File: config.mk
export PLATFORM = sky130hd
export DESIGN_NAME = nmea_gga_rmc_field_extractor
export DESIGN_NICKNAME = d
export VERILOG_FILES = /design/src/rtl/nmeax_pkg.sv /design/src/rtl/nmeax_parser.sv /design/src/rtl/nmeax_coord_conv.sv /design/src/rtl/nmea_gga_rmc_field_extractor.sv
export SDC_FILE = /design/constraint.sdc
export NUM_CORES = 2
export LEC_CHECK = 0
export ABC_AREA = 0
export BUFFER_PORTS_ARGS = -buffer_cell sky130_fd_sc_hd__buf_4
export CAP_MARGIN = 0
export CORE_MARGIN = 3
export CORE_UTILIZATION = 35
export CTS_CLUSTER_SIZE = 28
export DETAILED_ROUTE_END_ITERATION = 16
export PLACE_DENSITY = 0.61
export SKIP_CTS_REPAIR_TIMING = 1
export SLEW_MARGIN = 20
export SYNTH_ARGS = -nofsm -noshare
export SYNTH_HDL_FRONTEND = slang
export SYNTH_HIERARCHICAL = 1
export SYNTH_SLANG_ARGS = --single-unit
File: constraint.sdc
create_clock -name aclk -period 7.7 [get_ports aclk]
set_clock_uncertainty 0.15 [all_clocks]
set_input_delay 1.925 -clock aclk [delete_from_list [all_inputs] [get_ports aclk]]
set_output_delay 1.925 -clock aclk [all_outputs]
set_load 0.02 [all_outputs]
File: src/rtl/nmeax_pkg.sv
// Shared types, character codes and constants of the NMEA GGA/RMC field extractor.
package nmeax_pkg;

    typedef enum logic [1:0] {
        PH_IDLE,
        PH_IDENT,
        PH_GGA,
        PH_RMC
    } phase_t;

    localparam logic [7:0] CH_DOLLAR = 8'h24;
    localparam logic [7:0] CH_COMMA  = 8'h2C;
    localparam logic [7:0] CH_STAR   = 8'h2A;
    localparam logic [7:0] CH_CR     = 8'h0D;
    localparam logic [7:0] CH_POINT  = 8'h2E;
    localparam logic [7:0] CH_ZERO   = 8'h30;
    localparam logic [7:0] CH_NINE   = 8'h39;

    localparam logic [39:0] ID_GGA = 40'h4750474741;
    localparam logic [39:0] ID_RMC = 40'h4750524D43;

    localparam logic [3:0] IDENT_LEN  = 4'd5;
    localparam logic [3:0] CNT_MAX    = 4'd15;
    localparam logic [3:0] FIELD_TIME = 4'd0;
    localparam logic [3:0] FIELD_LAT  = 4'd1;
    localparam logic [3:0] FIELD_LON  = 4'd3;
    localparam logic [3:0] FIELD_DATE = 4'd8;

    localparam logic KIND_GGA = 1'b0;
    localparam logic KIND_RMC = 1'b1;

    localparam int         WHOLE_W   = 16;
    localparam logic [15:0] WHOLE_MAX = 16'hFFFF;

    // Whole part divided by 100 through a reciprocal, exact for any 16-bit value.
    localparam logic [16:0] DIV100_MULT  = 17'd83887;
    localparam int          DIV100_SHIFT = 23;
    localparam int          DEG_W        = 10;
    localparam int          MIN_PART_W   = 21;
    localparam int          MICRO_SUM_W  = 30;
    localparam logic [29:0] MICRO        = 30'd1000000;

    localparam int LAT_W = 27;
    localparam int LON_W = 28;
    localparam longint unsigned LAT_MAX_MICRO = 64'd90000000;
    localparam longint unsigned LON_MAX_MICRO = 64'd180000000;

    typedef struct packed {
        logic       kind;
        logic [4:0] hour;
        logic [5:0] minute;
        logic [5:0] second;
        logic       wrapped;
        logic [6:0] day;
        logic [6:0] month;
        logic [6:0] year;
    } rpt_t;

    function automatic longint unsigned ipow(input longint unsigned base, input int n);
        longint unsigned r;
        r = 1;
        for (int i = 0; i < n; i++) begin
            r = r * base;
        end
        return r;
    endfunction

endpackage

File: src/rtl/nmeax_parser.sv
// Byte-level sentence parser: identifier match, field counting and report capture.
module nmeax_parser #(
    parameter int FRACTION_DIGITS = 4,
    localparam int FRAC_W = $clog2(nmeax_pkg::ipow(10, FRACTION_DIGITS))
) (
    input  logic                 aclk,
    input  logic                 aresetn,
    input  logic                 en,
    input  logic                 byte_valid,
    input  logic [7:0]           rx_byte,
    input  logic [4:0]           utc_offset,
    output logic                 rpt_valid,
    output nmeax_pkg::rpt_t      rpt,
    output logic [15:0]          lat_whole,
    output logic [FRAC_W-1:0]    lat_frac,
    output logic [15:0]          lon_whole,
    output logic [FRAC_W-1:0]    lon_frac
);

    localparam int CNT_W = $clog2(FRACTION_DIGITS + 1);

    nmeax_pkg::phase_t phase_reg, phase_next;
    logic [39:0]       ident_reg, ident_next;
    logic [3:0]        field_reg, field_next;
    logic [3:0]        char_cnt_reg, char_cnt_next;
    logic [23:0]       time_reg, time_next;
    logic [23:0]       date_reg, date_next;
    logic [15:0]       lat_whole_reg, lat_whole_next;
    logic [15:0]       lon_whole_reg, lon_whole_next;
    logic [FRAC_W-1:0] lat_frac_reg, lat_frac_next;
    logic [FRAC_W-1:0] lon_frac_reg, lon_frac_next;
    logic [CNT_W-1:0]  frac_cnt_reg, frac_cnt_next;
    logic              seen_point_reg, seen_point_next;

    logic              rpt_valid_reg;
    nmeax_pkg::rpt_t   rpt_reg, rpt_next;
    logic [15:0]       lat_whole_out_reg, lon_whole_out_reg;
    logic [FRAC_W-1:0] lat_frac_out_reg, lon_frac_out_reg;

    logic              is_dollar, is_comma, is_term, is_digit, is_point;
    logic [3:0]        digit;
    logic              gga_fire, rmc_fire;
    logic [FRAC_W-1:0] place_tab [2**CNT_W];
    logic [15:0]       whole_sel;
    logic [FRAC_W-1:0] frac_sel;
    logic [19:0]       whole_grow;
    logic [15:0]       whole_upd;
    logic [FRAC_W-1:0] frac_upd;
    logic              frac_take;
    logic [6:0]        utc_h, utc_m, utc_s;
    logic [4:0]        h_clamp;
    logic signed [6:0] local_h;

    // Place value of each fraction digit, so the fraction is always held padded.
    for (genvar gi = 0; gi < 2**CNT_W; gi++) begin : g_place
        if (gi < FRACTION_DIGITS) begin : g_used
            assign place_tab[gi] = FRAC_W'(nmeax_pkg::ipow(10, FRACTION_DIGITS - 1 - gi));
        end else begin : g_unused
            assign place_tab[gi] = '0;
        end
    end

    function automatic logic [6:0] bcd_pair(input logic [7:0] p);
        return 7'(p[7:4]) * 7'd10 + 7'(p[3:0]);
    endfunction

    assign is_dollar = (rx_byte == nmeax_pkg::CH_DOLLAR);
    assign is_comma  = (rx_byte == nmeax_pkg::CH_COMMA);
    assign is_point  = (rx_byte == nmeax_pkg::CH_POINT);
    assign is_term   = is_comma || (rx_byte == nmeax_pkg::CH_STAR) ||
                       (rx_byte == nmeax_pkg::CH_CR);
    assign is_digit  = (rx_byte >= nmeax_pkg::CH_ZERO) && (rx_byte <= nmeax_pkg::CH_NINE);
    assign digit     = is_digit ? 4'(rx_byte - nmeax_pkg::CH_ZERO) : 4'd0;

    // Report triggers.
    always_comb begin
        gga_fire = byte_valid && !is_dollar && is_term && (phase_reg == nmeax_pkg::PH_GGA) &&
                   (field_reg == nmeax_pkg::FIELD_LON);
        rmc_fire = byte_valid && !is_dollar && is_term && (phase_reg == nmeax_pkg::PH_RMC) &&
                   (field_reg == nmeax_pkg::FIELD_DATE);
    end

    // Phase transitions.
    always_comb begin
        phase_next = phase_reg;
        if (byte_valid) begin
            if (is_dollar) begin
                phase_next = nmeax_pkg::PH_IDENT;
            end else begin
                case (phase_reg)
                    nmeax_pkg::PH_IDLE: begin
                        phase_next = nmeax_pkg::PH_IDLE;
                    end
                    nmeax_pkg::PH_IDENT: begin
                        if (is_comma) begin
                            if (char_cnt_reg == nmeax_pkg::IDENT_LEN &&
                                ident_reg == nmeax_pkg::ID_GGA) begin
                                phase_next = nmeax_pkg::PH_GGA;
                            end else if (char_cnt_reg == nmeax_pkg::IDENT_LEN &&
                                         ident_reg == nmeax_pkg::ID_RMC) begin
                                phase_next = nmeax_pkg::PH_RMC;
                            end else begin
                                phase_next = nmeax_pkg::PH_IDLE;
                            end
                        end else if (is_term) begin
                            phase_next = nmeax_pkg::PH_IDLE;
                        end
                    end
                    nmeax_pkg::PH_GGA, nmeax_pkg::PH_RMC: begin
                        if (is_term && (gga_fire || rmc_fire || !is_comma)) begin
                            phase_next = nmeax_pkg::PH_IDLE;
                        end
                    end
                    default: begin
                        phase_next = nmeax_pkg::PH_IDLE;
                    end
                endcase
            end
        end
    end

    // Coordinate accumulation shared by the latitude and longitude fields.
    always_comb begin
        whole_sel  = (field_reg == nmeax_pkg::FIELD_LAT) ? lat_whole_reg : lon_whole_reg;
        frac_sel   = (field_reg == nmeax_pkg::FIELD_LAT) ? lat_frac_reg : lon_frac_reg;
        whole_grow = 20'(whole_sel) * 20'd10 + 20'(digit);
        whole_upd  = (whole_grow > 20'(nmeax_pkg::WHOLE_MAX)) ? nmeax_pkg::WHOLE_MAX :
                     whole_grow[15:0];
        frac_take  = frac_cnt_reg < CNT_W'(FRACTION_DIGITS);
        frac_upd   = frac_sel + FRAC_W'(digit) * place_tab[frac_cnt_reg];
    end

    // Field state.
    always_comb begin
        ident_next      = ident_reg;
        field_next      = field_reg;
        char_cnt_next   = char_cnt_reg;
        time_next       = time_reg;
        date_next       = date_reg;
        lat_whole_next  = lat_whole_reg;
        lon_whole_next  = lon_whole_reg;
        lat_frac_next   = lat_frac_reg;
        lon_frac_next   = lon_frac_reg;
        frac_cnt_next   = frac_cnt_reg;
        seen_point_next = seen_point_reg;
        if (byte_valid) begin
            if (is_dollar) begin
                ident_next      = '0;
                field_next      = '0;
                char_cnt_next   = '0;
                time_next       = '0;
                date_next       = '0;
                lat_whole_next  = '0;
                lon_whole_next  = '0;
                lat_frac_next   = '0;
                lon_frac_next   = '0;
                frac_cnt_next   = '0;
                seen_point_next = 1'b0;
            end else begin
                case (phase_reg)
                    nmeax_pkg::PH_IDENT: begin
                        if (is_comma) begin
                            char_cnt_next = '0;
                        end else if (!is_term) begin
                            ident_next = {ident_reg[31:0], rx_byte};
                            if (char_cnt_reg != nmeax_pkg::CNT_MAX) begin
                                char_cnt_next = char_cnt_reg + 4'd1;
                            end
                        end
                    end
                    nmeax_pkg::PH_GGA, nmeax_pkg::PH_RMC: begin
                        if (is_term) begin
                            if (!gga_fire && !rmc_fire && is_comma) begin
                                if (field_reg != nmeax_pkg::CNT_MAX) begin
                                    field_next = field_reg + 4'd1;
                                end
                                char_cnt_next   = '0;
                                frac_cnt_next   = '0;
                                seen_point_next = 1'b0;
                            end
                        end else begin
                            if (phase_reg == nmeax_pkg::PH_GGA) begin
                                if (field_reg == nmeax_pkg::FIELD_TIME) begin
                                    for (int i = 0; i < 6; i++) begin
                                        if (char_cnt_reg == 4'(i)) begin
                                            time_next[4*(5-i) +: 4] = digit;
                                        end
                                    end
                                end else if (field_reg == nmeax_pkg::FIELD_LAT ||
                                             field_reg == nmeax_pkg::FIELD_LON) begin
                                    if (is_point) begin
                                        seen_point_next = 1'b1;
                                    end else if (is_digit && !seen_point_reg) begin
                                        if (field_reg == nmeax_pkg::FIELD_LAT) begin
                                            lat_whole_next = whole_upd;
                                        end else begin
                                            lon_whole_next = whole_upd;
                                        end
                                    end else if (is_digit && frac_take) begin
                                        if (field_reg == nmeax_pkg::FIELD_LAT) begin
                                            lat_frac_next = frac_upd;
                                        end else begin
                                            lon_frac_next = frac_upd;
                                        end
                                        frac_cnt_next = frac_cnt_reg + CNT_W'(1);
                                    end
                                end
                            end else if (field_reg == nmeax_pkg::FIELD_DATE) begin
                                for (int i = 0; i < 6; i++) begin
                                    if (char_cnt_reg == 4'(i)) begin
                                        date_next[4*(5-i) +: 4] = digit;
                                    end
                                end
                            end
                            if (char_cnt_reg != nmeax_pkg::CNT_MAX) begin
                                char_cnt_next = char_cnt_reg + 4'd1;
                            end
                        end
                    end
                    default: begin
                        ident_next = ident_reg;
                    end
                endcase
            end
        end
    end

    // Time shift to local and report assembly.
    always_comb begin
        utc_h   = bcd_pair(time_reg[23:16]);
        utc_m   = bcd_pair(time_reg[15:8]);
        utc_s   = bcd_pair(time_reg[7:0]);
        h_clamp = (utc_h > 7'd23) ? 5'd23 : utc_h[4:0];
        local_h = $signed({2'b00, h_clamp}) + $signed({{2{utc_offset[4]}}, utc_offset});
        rpt_next = '0;
        if (gga_fire) begin
            rpt_next.kind   = nmeax_pkg::KIND_GGA;
            rpt_next.minute = (utc_m > 7'd59) ? 6'd59 : utc_m[5:0];
            rpt_next.second = (utc_s > 7'd59) ? 6'd59 : utc_s[5:0];
            if (local_h < 7'sd0) begin
                rpt_next.hour    = 5'(local_h + 7'sd24);
                rpt_next.wrapped = 1'b1;
            end else if (local_h >= 7'sd24) begin
                rpt_next.hour    = 5'(local_h - 7'sd24);
                rpt_next.wrapped = 1'b1;
            end else begin
                rpt_next.hour = 5'(local_h);
            end
        end else begin
            rpt_next.kind  = nmeax_pkg::KIND_RMC;
            rpt_next.day   = bcd_pair(date_reg[23:16]);
            rpt_next.month = bcd_pair(date_reg[15:8]);
            rpt_next.year  = bcd_pair(date_reg[7:0]);
        end
    end

    always_ff @(posedge aclk) begin
        if (!aresetn) begin
            phase_reg     <= nmeax_pkg::PH_IDLE;
            rpt_valid_reg <= 1'b0;
        end else begin
            phase_reg <= phase_next;
            if (en) begin
                rpt_valid_reg <= gga_fire || rmc_fire;
            end
        end
    end

    always_ff @(posedge aclk) begin
        ident_reg      <= ident_next;
        field_reg      <= field_next;
        char_cnt_reg   <= char_cnt_next;
        time_reg       <= time_next;
        date_reg       <= date_next;
        lat_whole_reg  <= lat_whole_next;
        lon_whole_reg  <= lon_whole_next;
        lat_frac_reg   <= lat_frac_next;
        lon_frac_reg   <= lon_frac_next;
        frac_cnt_reg   <= frac_cnt_next;
        seen_point_reg <= seen_point_next;
        if (gga_fire || rmc_fire) begin
            rpt_reg <= rpt_next;
            // A date report carries no position.
            lat_whole_out_reg <= gga_fire ? lat_whole_reg : '0;
            lat_frac_out_reg  <= gga_fire ? lat_frac_reg : '0;
            lon_whole_out_reg <= gga_fire ? lon_whole_reg : '0;
            lon_frac_out_reg  <= gga_fire ? lon_frac_reg : '0;
        end
    end

    assign rpt_valid = rpt_valid_reg;
    assign rpt       = rpt_reg;
    assign lat_whole = lat_whole_out_reg;
    assign lat_frac  = lat_frac_out_reg;
    assign lon_whole = lon_whole_out_reg;
    assign lon_frac  = lon_frac_out_reg;

endmodule

File: src/rtl/nmeax_coord_conv.sv
// Four-stage conversion of a ddmm.f coordinate to saturated millionths of a degree.
module nmeax_coord_conv #(
    parameter int FRACTION_DIGITS = 4,
    parameter longint unsigned LIMIT = 90000000,
    parameter int OUT_W = 27,
    localparam int FRAC_W = $clog2(nmeax_pkg::ipow(10, FRACTION_DIGITS))
) (
    input  logic              aclk,
    input  logic              en,
    input  logic [15:0]       whole_in,
    input  logic [FRAC_W-1:0] frac_in,
    output logic [OUT_W-1:0]  micro_out
);

    // Minutes to micro-degrees is x * 50000 / (3 * 10^FD), reduced to lowest terms.
    localparam longint unsigned SCALE  = nmeax_pkg::ipow(10, FRACTION_DIGITS);
    localparam int              P2     = (FRACTION_DIGITS < 4) ? FRACTION_DIGITS : 4;
    localparam int              P5     = (FRACTION_DIGITS < 5) ? FRACTION_DIGITS : 5;
    localparam longint unsigned COMMON = nmeax_pkg::ipow(2, P2) * nmeax_pkg::ipow(5, P5);
    localparam longint unsigned NUM_K  = 50000 / COMMON;
    localparam longint unsigned DEN_K  = (3 * SCALE) / COMMON;
    localparam longint unsigned REM_K  = SCALE * NUM_K;
    localparam int              Y_W    = $clog2(100 * REM_K);
    localparam int              SHIFT  = Y_W + $clog2(DEN_K);
    localparam longint unsigned RECIP  = ((64'd1 << SHIFT) + DEN_K - 1) / DEN_K;
    localparam int              R_W    = $clog2(RECIP + 1);
    localparam int              P_W    = Y_W + R_W;

    logic [32:0]                        q100_prod;
    logic [nmeax_pkg::DEG_W-1:0]        deg1_reg, deg2_reg, deg3_reg;
    logic [15:0]                        whole1_reg;
    logic [FRAC_W-1:0]                  frac1_reg;
    logic [6:0]                         rem100;
    logic [Y_W-1:0]                     y_next, y_reg;
    logic [P_W-1:0]                     recip_prod;
    logic [nmeax_pkg::MIN_PART_W-1:0]   minpart_reg;
    logic [nmeax_pkg::MICRO_SUM_W-1:0]  micro_sum;
    logic [OUT_W-1:0]                   micro_next, micro_reg;

    assign q100_prod  = 33'(whole_in) * 33'(nmeax_pkg::DIV100_MULT);
    assign rem100     = 7'(whole1_reg - 16'(deg1_reg) * 16'd100);
    assign y_next     = Y_W'(rem100) * Y_W'(REM_K) + Y_W'(frac1_reg) * Y_W'(NUM_K);
    assign recip_prod = P_W'(y_reg) * P_W'(RECIP);
    assign micro_sum  = nmeax_pkg::MICRO_SUM_W'(deg3_reg) * nmeax_pkg::MICRO +
                        nmeax_pkg::MICRO_SUM_W'(minpart_reg);
    assign micro_next = (64'(micro_sum) > LIMIT) ? OUT_W'(LIMIT) : OUT_W'(micro_sum);

    always_ff @(posedge aclk) begin
        if (en) begin
            deg1_reg    <= nmeax_pkg::DEG_W'(q100_prod >> nmeax_pkg::DIV100_SHIFT);
            whole1_reg  <= whole_in;
            frac1_reg   <= frac_in;
            deg2_reg    <= deg1_reg;
            y_reg       <= y_next;
            deg3_reg    <= deg2_reg;
            minpart_reg <= nmeax_pkg::MIN_PART_W'(recip_prod >> SHIFT);
            micro_reg   <= micro_next;
        end
    end

    assign micro_out = micro_reg;

endmodule

File: src/rtl/nmea_gga_rmc_field_extractor.sv
// Top level of the NMEA GGA/RMC field extractor: parser, coordinate pipelines and output.
//
// The block takes GPS receiver bytes on the s_ channel, one byte per transaction,
// and can accept a byte in every cycle. A GPGGA sentence gives one transaction on
// the m_ channel when its longitude field ends (local time and position); a GPRMC
// sentence gives one when its date field ends. All other bytes give nothing.
// m_tuser carries the report kind: 0 for a time and position report, 1 for a date.
// A report reaches m_tvalid through the parser's report register, loaded at the edge
// that accepts the byte ending its field, and then the four-stage coordinate
// pipeline (divide by 100, scale the minutes, reciprocal multiply, add and
// saturate). Throughput is one byte per cycle.
// When the receiver holds m_tready low with a report waiting, the whole pipeline
// and the parser hold and s_tready falls; nothing is lost or repeated.
// cfg_wr_en writes the signed UTC offset in hours from cfg_wr_data, to be done
// while the block is idle. Reset sets the offset to -5, empties the pipeline and
// puts the parser back to waiting for a dollar sign.
module nmea_gga_rmc_field_extractor #(
    parameter int FRACTION_DIGITS = 4
) (
    input  logic        aclk,
    input  logic        aresetn,
    input  logic        s_tvalid,
    output logic        s_tready,
    input  logic [7:0]  s_tdata,     // rx_byte[7:0]
    output logic        m_tvalid,
    input  logic        m_tready,
    output logic [95:0] m_tdata,     // local_hour[4:0], minute[10:5], second[16:11],
                                     // day_wrapped[17], lat_micro_deg[44:18],
                                     // lon_micro_deg[72:45], date_day[79:73],
                                     // date_month[86:80], date_year[93:87], zero pad
    output logic        m_tuser,     // report_kind
    input  logic        cfg_wr_en,
    input  logic [4:0]  cfg_wr_data
);

    localparam int FRAC_W = $clog2(nmeax_pkg::ipow(10, FRACTION_DIGITS));
    localparam int DLY    = 4;

    logic                        en;
    logic                        byte_valid;
    logic [4:0]                  utc_offset_reg;
    logic                        rpt_valid;
    nmeax_pkg::rpt_t             rpt;
    logic [15:0]                 lat_whole, lon_whole;
    logic [FRAC_W-1:0]           lat_frac, lon_frac;
    logic [nmeax_pkg::LAT_W-1:0] lat_micro;
    logic [nmeax_pkg::LON_W-1:0] lon_micro;
    nmeax_pkg::rpt_t             rpt_pipe_reg [DLY];
    logic [DLY-1:0]              valid_pipe_reg;
    nmeax_pkg::rpt_t             rpt_out;

    // Everything moves together unless a finished report is waiting for the receiver.
    assign en         = !valid_pipe_reg[DLY-1] || m_tready;
    assign s_tready   = en;
    assign byte_valid = s_tvalid && en;

    always_ff @(posedge aclk) begin
        if (!aresetn) begin
            utc_offset_reg <= 5'b11011;
        end else if (cfg_wr_en) begin
            utc_offset_reg <= cfg_wr_data;
        end
    end

    nmeax_parser #(
        .FRACTION_DIGITS (FRACTION_DIGITS)
    ) u_parser (
        .aclk       (aclk),
        .aresetn    (aresetn),
        .en         (en),
        .byte_valid (byte_valid),
        .rx_byte    (s_tdata),
        .utc_offset (utc_offset_reg),
        .rpt_valid  (rpt_valid),
        .rpt        (rpt),
        .lat_whole  (lat_whole),
        .lat_frac   (lat_frac),
        .lon_whole  (lon_whole),
        .lon_frac   (lon_frac)
    );

    nmeax_coord_conv #(
        .FRACTION_DIGITS (FRACTION_DIGITS),
        .LIMIT           (nmeax_pkg::LAT_MAX_MICRO),
        .OUT_W           (nmeax_pkg::LAT_W)
    ) u_lat_conv (
        .aclk      (aclk),
        .en        (en),
        .whole_in  (lat_whole),
        .frac_in   (lat_frac),
        .micro_out (lat_micro)
    );

    nmeax_coord_conv #(
        .FRACTION_DIGITS (FRACTION_DIGITS),
        .LIMIT           (nmeax_pkg::LON_MAX_MICRO),
        .OUT_W           (nmeax_pkg::LON_W)
    ) u_lon_conv (
        .aclk      (aclk),
        .en        (en),
        .whole_in  (lon_whole),
        .frac_in   (lon_frac),
        .micro_out (lon_micro)
    );

    // Time and date fields ride alongside the coordinate pipeline.
    always_ff @(posedge aclk) begin
        if (!aresetn) begin
            valid_pipe_reg <= '0;
        end else if (en) begin
            valid_pipe_reg <= {valid_pipe_reg[DLY-2:0], rpt_valid};
        end
    end

    always_ff @(posedge aclk) begin
        if (en) begin
            rpt_pipe_reg[0] <= rpt;
            for (int i = 1; i < DLY; i++) begin
                rpt_pipe_reg[i] <= rpt_pipe_reg[i-1];
            end
        end
    end

    assign rpt_out  = rpt_pipe_reg[DLY-1];
    assign m_tvalid = valid_pipe_reg[DLY-1];
    assign m_tuser  = rpt_out.kind;
    assign m_tdata  = {2'b00, rpt_out.year, rpt_out.month, rpt_out.day, lon_micro, lat_micro,
                       rpt_out.wrapped, rpt_out.second, rpt_out.minute, rpt_out.hour};

endmodule
# Yosys cells after proc, flatten, opt, wreduce, memory -nomap -nowiden
# Memories as Yosys holds them, arrays and structs flattened.
# Cells that the tools add are included.
# Widths: inputs -> output; s select.
[totals] reg_bits=517 ramBits=160 romBits=112 inputBits=18 mem_count=2
[classes] add_sub_neg=21 n_mul=20 n_lt_le_gt_ge=12 n_eq_ne=35 muxes=100 n_bitwise=2 reduce_logical=78
[mem_list] memory="rpt_pipe_reg" depth=4 width=40 rd=4 rd_ports_with_merged_regs=0 wr=4 line_no="nmea_gga_rmc_field_extractor.sv:48" rtl="nmeax_pkg::rpt_t rpt_pipe_reg [DLY];"
[mem_list] memory="(name not given)" depth=8 width=14 rd=1 rd_ports_with_merged_regs=0 wr=0 line_no="nmeax_parser.sv:130" rtl="frac_upd = frac_sel + FRAC_W'(digit) * place_tab[frac_cnt_reg];"
[ops] operator="$mux 14" n=21
[ops] operator="$mux 16" n=18
[ops] operator="$mux 24" n=8
[ops] operator="$mux 40" n=3
[ops] operator="$mul 23x24->46 const B" n=2
[ops] operator="$eq 40x39->1 const B" n=2
[ops] operator="$reduce_and 6->1" n=12
[ops] operator="$mul 16x17->33 const B" n=2
[ops] operator="$mux 4" n=16
[ops] operator="$add 30x21->30" n=2
[ops] operator="$mul 10x14->24 const B" n=2
[ops] operator="$add 23x17->23" n=2
[ops] operator="$add 7x4->7" n=6
[ops] operator="$mul 7x12->19 const B" n=2
[ops] operator="$mul 4x3->6 const B" n=6
[ops] operator="$reduce_bool 2->1" n=18
[ops] operator="$mul 14x3->17 const B" n=2
[ops] operator="$eq 8x6->1 const B" n=4
[ops] operator="$gt 30x27->1 const B" n=1
[ops] operator="$gt 30x28->1 const B" n=1
[ops] operator="$mux 3" n=9
[ops] operator="$reduce_and 9->1" n=3
[ops] operator="$add 20x4->20" n=1
[ops] operator="$gt 20x16->1 const B" n=1
[ops] operator="other kinds (53)" n=124

# Depth between registers and ports, before layout
[logic_depth] ltp_word=15 ltp_mapped=29 depth_no_buf=29

# Hierarchy
# The synthesis kept the hierarchy.
[by_module_without_submodules] module="nmeax_coord_conv (u_lat_conv)" n_inst=1 cells_per_inst=2008 area_per_inst_um2=21444.3 seq_area_each_um2=3663.5
[by_module_without_submodules] module="nmeax_coord_conv (u_lon_conv)" n_inst=1 cells_per_inst=1969 area_per_inst_um2=21237.9 seq_area_each_um2=3693.5
[by_module_without_submodules] module="nmeax_parser" n_inst=1 cells_per_inst=1247 area_per_inst_um2=14751.6 seq_area_each_um2=7867.5
[by_module_without_submodules] module="nmea_gga_rmc_field_extractor" n_inst=1 cells_per_inst=196 area_per_inst_um2=5175.0 seq_area_each_um2=4984.8

# Worst setup path before layout
# OpenSTA, ideal clock, no wires.
[synth_timing] kind="input to register" start="input m_tready" end="register u_parser.phase_reg[0]" arrival_time_ns=7.790 required_time_ns=7.459 slack_ns=-0.331 stages=9 path_buffers=2 cell_sequence="nand2b_4 buf_6 and2_1 clkbuf_1 o2111a_1 a21oi_1 a31oi_1 nor2_1 a311oi_1"
[synth_between] elab_chain_cells=11 word_cells_on_any_way=13 cone_classes="1 x eq/ne; 12 x reduce/logical"
[synth_rtl] element="start, declared" line_no="nmea_gga_rmc_field_extractor.sv:26" rtl="input logic m_tready,"
[synth_rtl] element="$logic_or 1x1->1 (*)" line_no="nmea_gga_rmc_field_extractor.sv:53" rtl="assign en = !valid_pipe_reg[DLY-1] || m_tready;"
[synth_rtl] element="via s_tready" line_no="nmea_gga_rmc_field_extractor.sv:23" rtl="output logic s_tready,"
[synth_rtl] element="$logic_and 1x1->1 (*)" line_no="nmea_gga_rmc_field_extractor.sv:55" rtl="assign byte_valid = s_tvalid && en;"
[synth_rtl] element="via byte_valid" line_no="nmea_gga_rmc_field_extractor.sv:40" rtl="logic byte_valid;"
[synth_rtl] element="$logic_and 1x1->1 (2 in series)" line_no="nmeax_parser.sv:77, nmeax_parser.sv:79"
[synth_rtl] element="$logic_and 1x1->1 (on tied branches) (2 in series)" line_no="nmeax_parser.sv:77, nmeax_parser.sv:79"
[synth_rtl] element="$logic_or 1x1->1 (2 in series)" line_no="nmeax_parser.sv:110" rtl="if (is_term && (gga_fire || rmc_fire || !is_comma)) begin"
[synth_rtl] element="$logic_and 1x1->1" line_no="nmeax_parser.sv:110"
[synth_rtl] element="$ne 3x1->1 (no line)"
[synth_rtl] element="$reduce_and 3->1 (no line) (*)"
[synth_rtl] element="end signal, assigned" line_no="nmeax_parser.sv:259" rtl="phase_reg <= nmeax_pkg::PH_IDLE;"
[synth_rtl] element="end signal, assigned" line_no="nmeax_parser.sv:262" rtl="phase_reg <= phase_next;"
[synth_rtl] element="end, declared" line_no="nmeax_parser.sv:22" rtl="nmeax_pkg::phase_t phase_reg, phase_next;"
# Mark *: on every way through the listed nets, which the timed path passes. The rest lies on a longest branch.
# A chain may end at the register's enable or synchronous reset.

# Final worst setup path
[layout_timing] start="register u_lat_conv.y_reg[8]" end="register u_lat_conv/minpart_reg[18] (netlist name), data pin"
[layout_between] elab_chain_cells=1
[layout_rtl] element="start, declared" line_no="nmeax_coord_conv.sv:34" rtl="logic [Y_W-1:0] y_next, y_reg;"
[layout_rtl] element="start signal, assigned" line_no="nmeax_coord_conv.sv:54" rtl="y_reg <= y_next;"
[layout_rtl] element="$mul 23x24->46" line_no="nmeax_coord_conv.sv:43" rtl="assign recip_prod = P_W'(y_reg) * P_W'(RECIP);"
[layout_rtl] element="via u_lat_conv.recip_prod[43]" line_no="nmeax_coord_conv.sv:35" rtl="logic [P_W-1:0] recip_prod;"
[layout_rtl] element="end signal, assigned" line_no="nmeax_coord_conv.sv:56" rtl="minpart_reg <= nmeax_pkg::MIN_PART_W'(recip_prod >> SHIFT);"
[layout_rtl] element="end, declared" line_no="nmeax_coord_conv.sv:36" rtl="logic [nmeax_pkg::MIN_PART_W-1:0] minpart_reg;"
# The timed path passes the listed nets, and every way through them passes these cells.

==> metrics.cfg <==
[cts]
cts_buffer_depth=3
clk_latency_ps=700
htree_levels=3
tritoncts=done
cts_buffers=81
clkSinkCount=677
root_buffer=clkbuf_16
clkSlewWorstSetupHoldPaths_ps=60

[timing]
setup_viol=0
rsz0062_at_grt=no
totalNegativeSetupSlack_ps=0
finalCritPeriodShare=0.935
maxSlewHeadroom=0.335
max_freq_mhz=139
tightest_slew_ps=998
hold_violations=0
period_minus_slack_ps=7200
maxSlewViolCount=0

[yosys]
synth.most_common_cell=ha_1
yosysTopAreaCell=edfxtp_1
postSynthAreaPerCell_sq_um=11.6
ys_warn_count=6
synth_area_sq_mm=0.0626
synthFlopType=edfxtp_1
yosys.area.top_type_share=0.319
synth_edf_count=665
seq_area_frac_synth=0.323
synth.distinct_cells=118
synth_common_cells=ha_1, inv_1, edfxtp_1
synth-async-reset-ratio=0
syn_inst=5420
synth_seq_cells=677
synthTopCellsByArea=edfxtp_1, ha_1, fa_1

[layout]
fillerInstances=17000
finalNetCount=7276
drive_above_1_share=0.0637
syn2layout_area_growth_pct=10.3
final_cell_area_sq_mm=0.0690
largest_reg_flops=160

[route]
vias_per_cell=4.77
via_count=38100
route.detailed.drc=0
wl_per_cell_um=15.3
drtIter0Drc=1692
detail-route-antenna-nets=0
wl_um=122000
drt_pass1_iterations=5

[worst_setup_path]
reg2reg_to=u_lat_conv/minpart_reg[18]
reg2reg_depth=21
crit_path_max_fanout=5
critical_path_class=reg -> reg
r2r_slack_ps=500
cp-start-kind=register
cp.arrival_ps=7460
worst_setup_path_end_kind=register
rr_startpoint=u_lat_conv/y_reg[8]
crit_required_ps=7960

[global_route]
grt_use_total=0.135
grt_pass1_vias=40000
antenna_found_initial=2
grt_pass1_wl_um=205000
grt-ovfl-total=0
grt_max_degree=161

[floorplanning]
die-area_sq_mm=0.184
die_h_um=429
core_sq_mm=0.177
io_pins=117
die_w_um=429
placementRows=154
initial_core_util=0.354

[place]
place_area_sq_mm=0.0663
place_congestion=0.876
hpwl_um=101000
port_buffers=114

[status]
status=complete, no violations

[flow_run]
maxCapViolCount=0

[hold_path]
hold_class=reg -> reg
hp-start=u_parser/rpt[20]
min_path_cells=0
hold_end=rpt_pipe_reg[0][20]

-- worst max-delay path, cell delays in order (launching register included) --
cell	delay (ps)
edfxtp_1	450
ha_1	370
fa_1	520
inv_1	110
fa_1	620
inv_1	130
fa_1	510
inv_1	50
fa_1	500
fa_1	440
inv_1	90
fa_1	420
ha_1	350
a21oi_1	330
o211ai_1	150
a2111oi_1	440
a221oi_1	220
a211oi_1	250
nor2_1	160
a211oi_1	360
o21bai_1	130
xor2_1	150
-- through the flow --
stage          setup WS, ps  utilization  hold slack [ps]  std cells
3_3_place_gp            531        0.375              252       7830
5_1_grt                58.2        0.390              271       7976
6_report                499        0.390              263       7977
4_1_cts                 354        0.390              266       7976
2_1_floorplan           755            -              250       5421
3_5_place_dp            419        0.375              255       7830
-- worst max-delay path by stage --
stage	startpoint	to	slack [ps]	cells past startpoint
floorplan	m_tready	u_parser/phase_reg[0]	760	9
global placement	u_lat_conv/y_reg[10]	u_lat_conv/minpart_reg[18]	530	21
detailed placement	u_lat_conv/y_reg[10]	u_lat_conv/minpart_reg[18]	420	21
CTS	u_lat_conv/y_reg[10]	u_lat_conv/minpart_reg[18]	350	21
global route	u_lat_conv/y_reg[10]	u_lat_conv/minpart_reg[18]	60	21
finish	u_lat_conv/y_reg[8]	u_lat_conv/minpart_reg[18]	500	21
-- per-layer routing --
| layer | track usage | wire, um | vias to the layer above |
|---|---|---|---|
| met4 | 0.0314 | 2250 | 2 |
| met1 | 0.183 | 57200 | 18600 |
| met3 | 0.0220 | 4330 | 128 |
| met5 | 0 | 13 | - |
| met2 | 0.228 | 58300 | 473 |
| li1 | - | - | 18800 |
-- layout by cell type, fill, tap and decap left out, types with 12 or more instances in the layout --
cell type / count
a211oi_1: 35
a21o_1: 68
a21oi_1: 191
a31oi_1: 27
and2_1: 134
and3_1: 32
buf_4: 141
clkbuf_16: 82
clkinv_2: 15
dfxtp_1: 12
edfxtp_1: 665
fa_1: 611
ha_1: 1074
inv_1: 1035
mux2i_1: 31
nand2_1: 187
nand2b_1: 24
nand3_1: 69
nand4_1: 27
nor2_1: 209
nor2b_1: 43
nor3_1: 76
o2111ai_1: 13
o211ai_1: 21
o21a_1: 40
o21ai_0: 102
o21bai_1: 21
o31ai_1: 13
or2_2: 23
or3_1: 13
xnor2_1: 174
xor2_1: 103
-- cell families after synthesis --
logic type                 synth area share
other                             0.0000599
and+or+nand+nor                      0.0780
xor gates and xnor gates             0.0390
buffers and inverters                0.0674
muxes                               0.00536
adders and majority gates             0.410
DFF                                   0.323
AOI/OAI and AO/OA                    0.0774
-- cell type report --
class / instances / area, sq um / share of cell area
inverter: 1038 / 3900 / 0.0564
tap: 2340 / 2930 / 0.0424
timing repair buffer: 142 / 1080 / 0.0156
clock buffer: 93 / 2090 / 0.0303
multi-input combinational: 3633 / 38200 / 0.553
clock inverter: 53 / 624 / 0.00904
antenna: 1 / 2.50 / 0.0000362
sequential: 677 / 20200 / 0.293
Power is left out: the tool's default activity adds up to more than one toggle a clock period on the data nets, which glitch-free logic cannot reach.
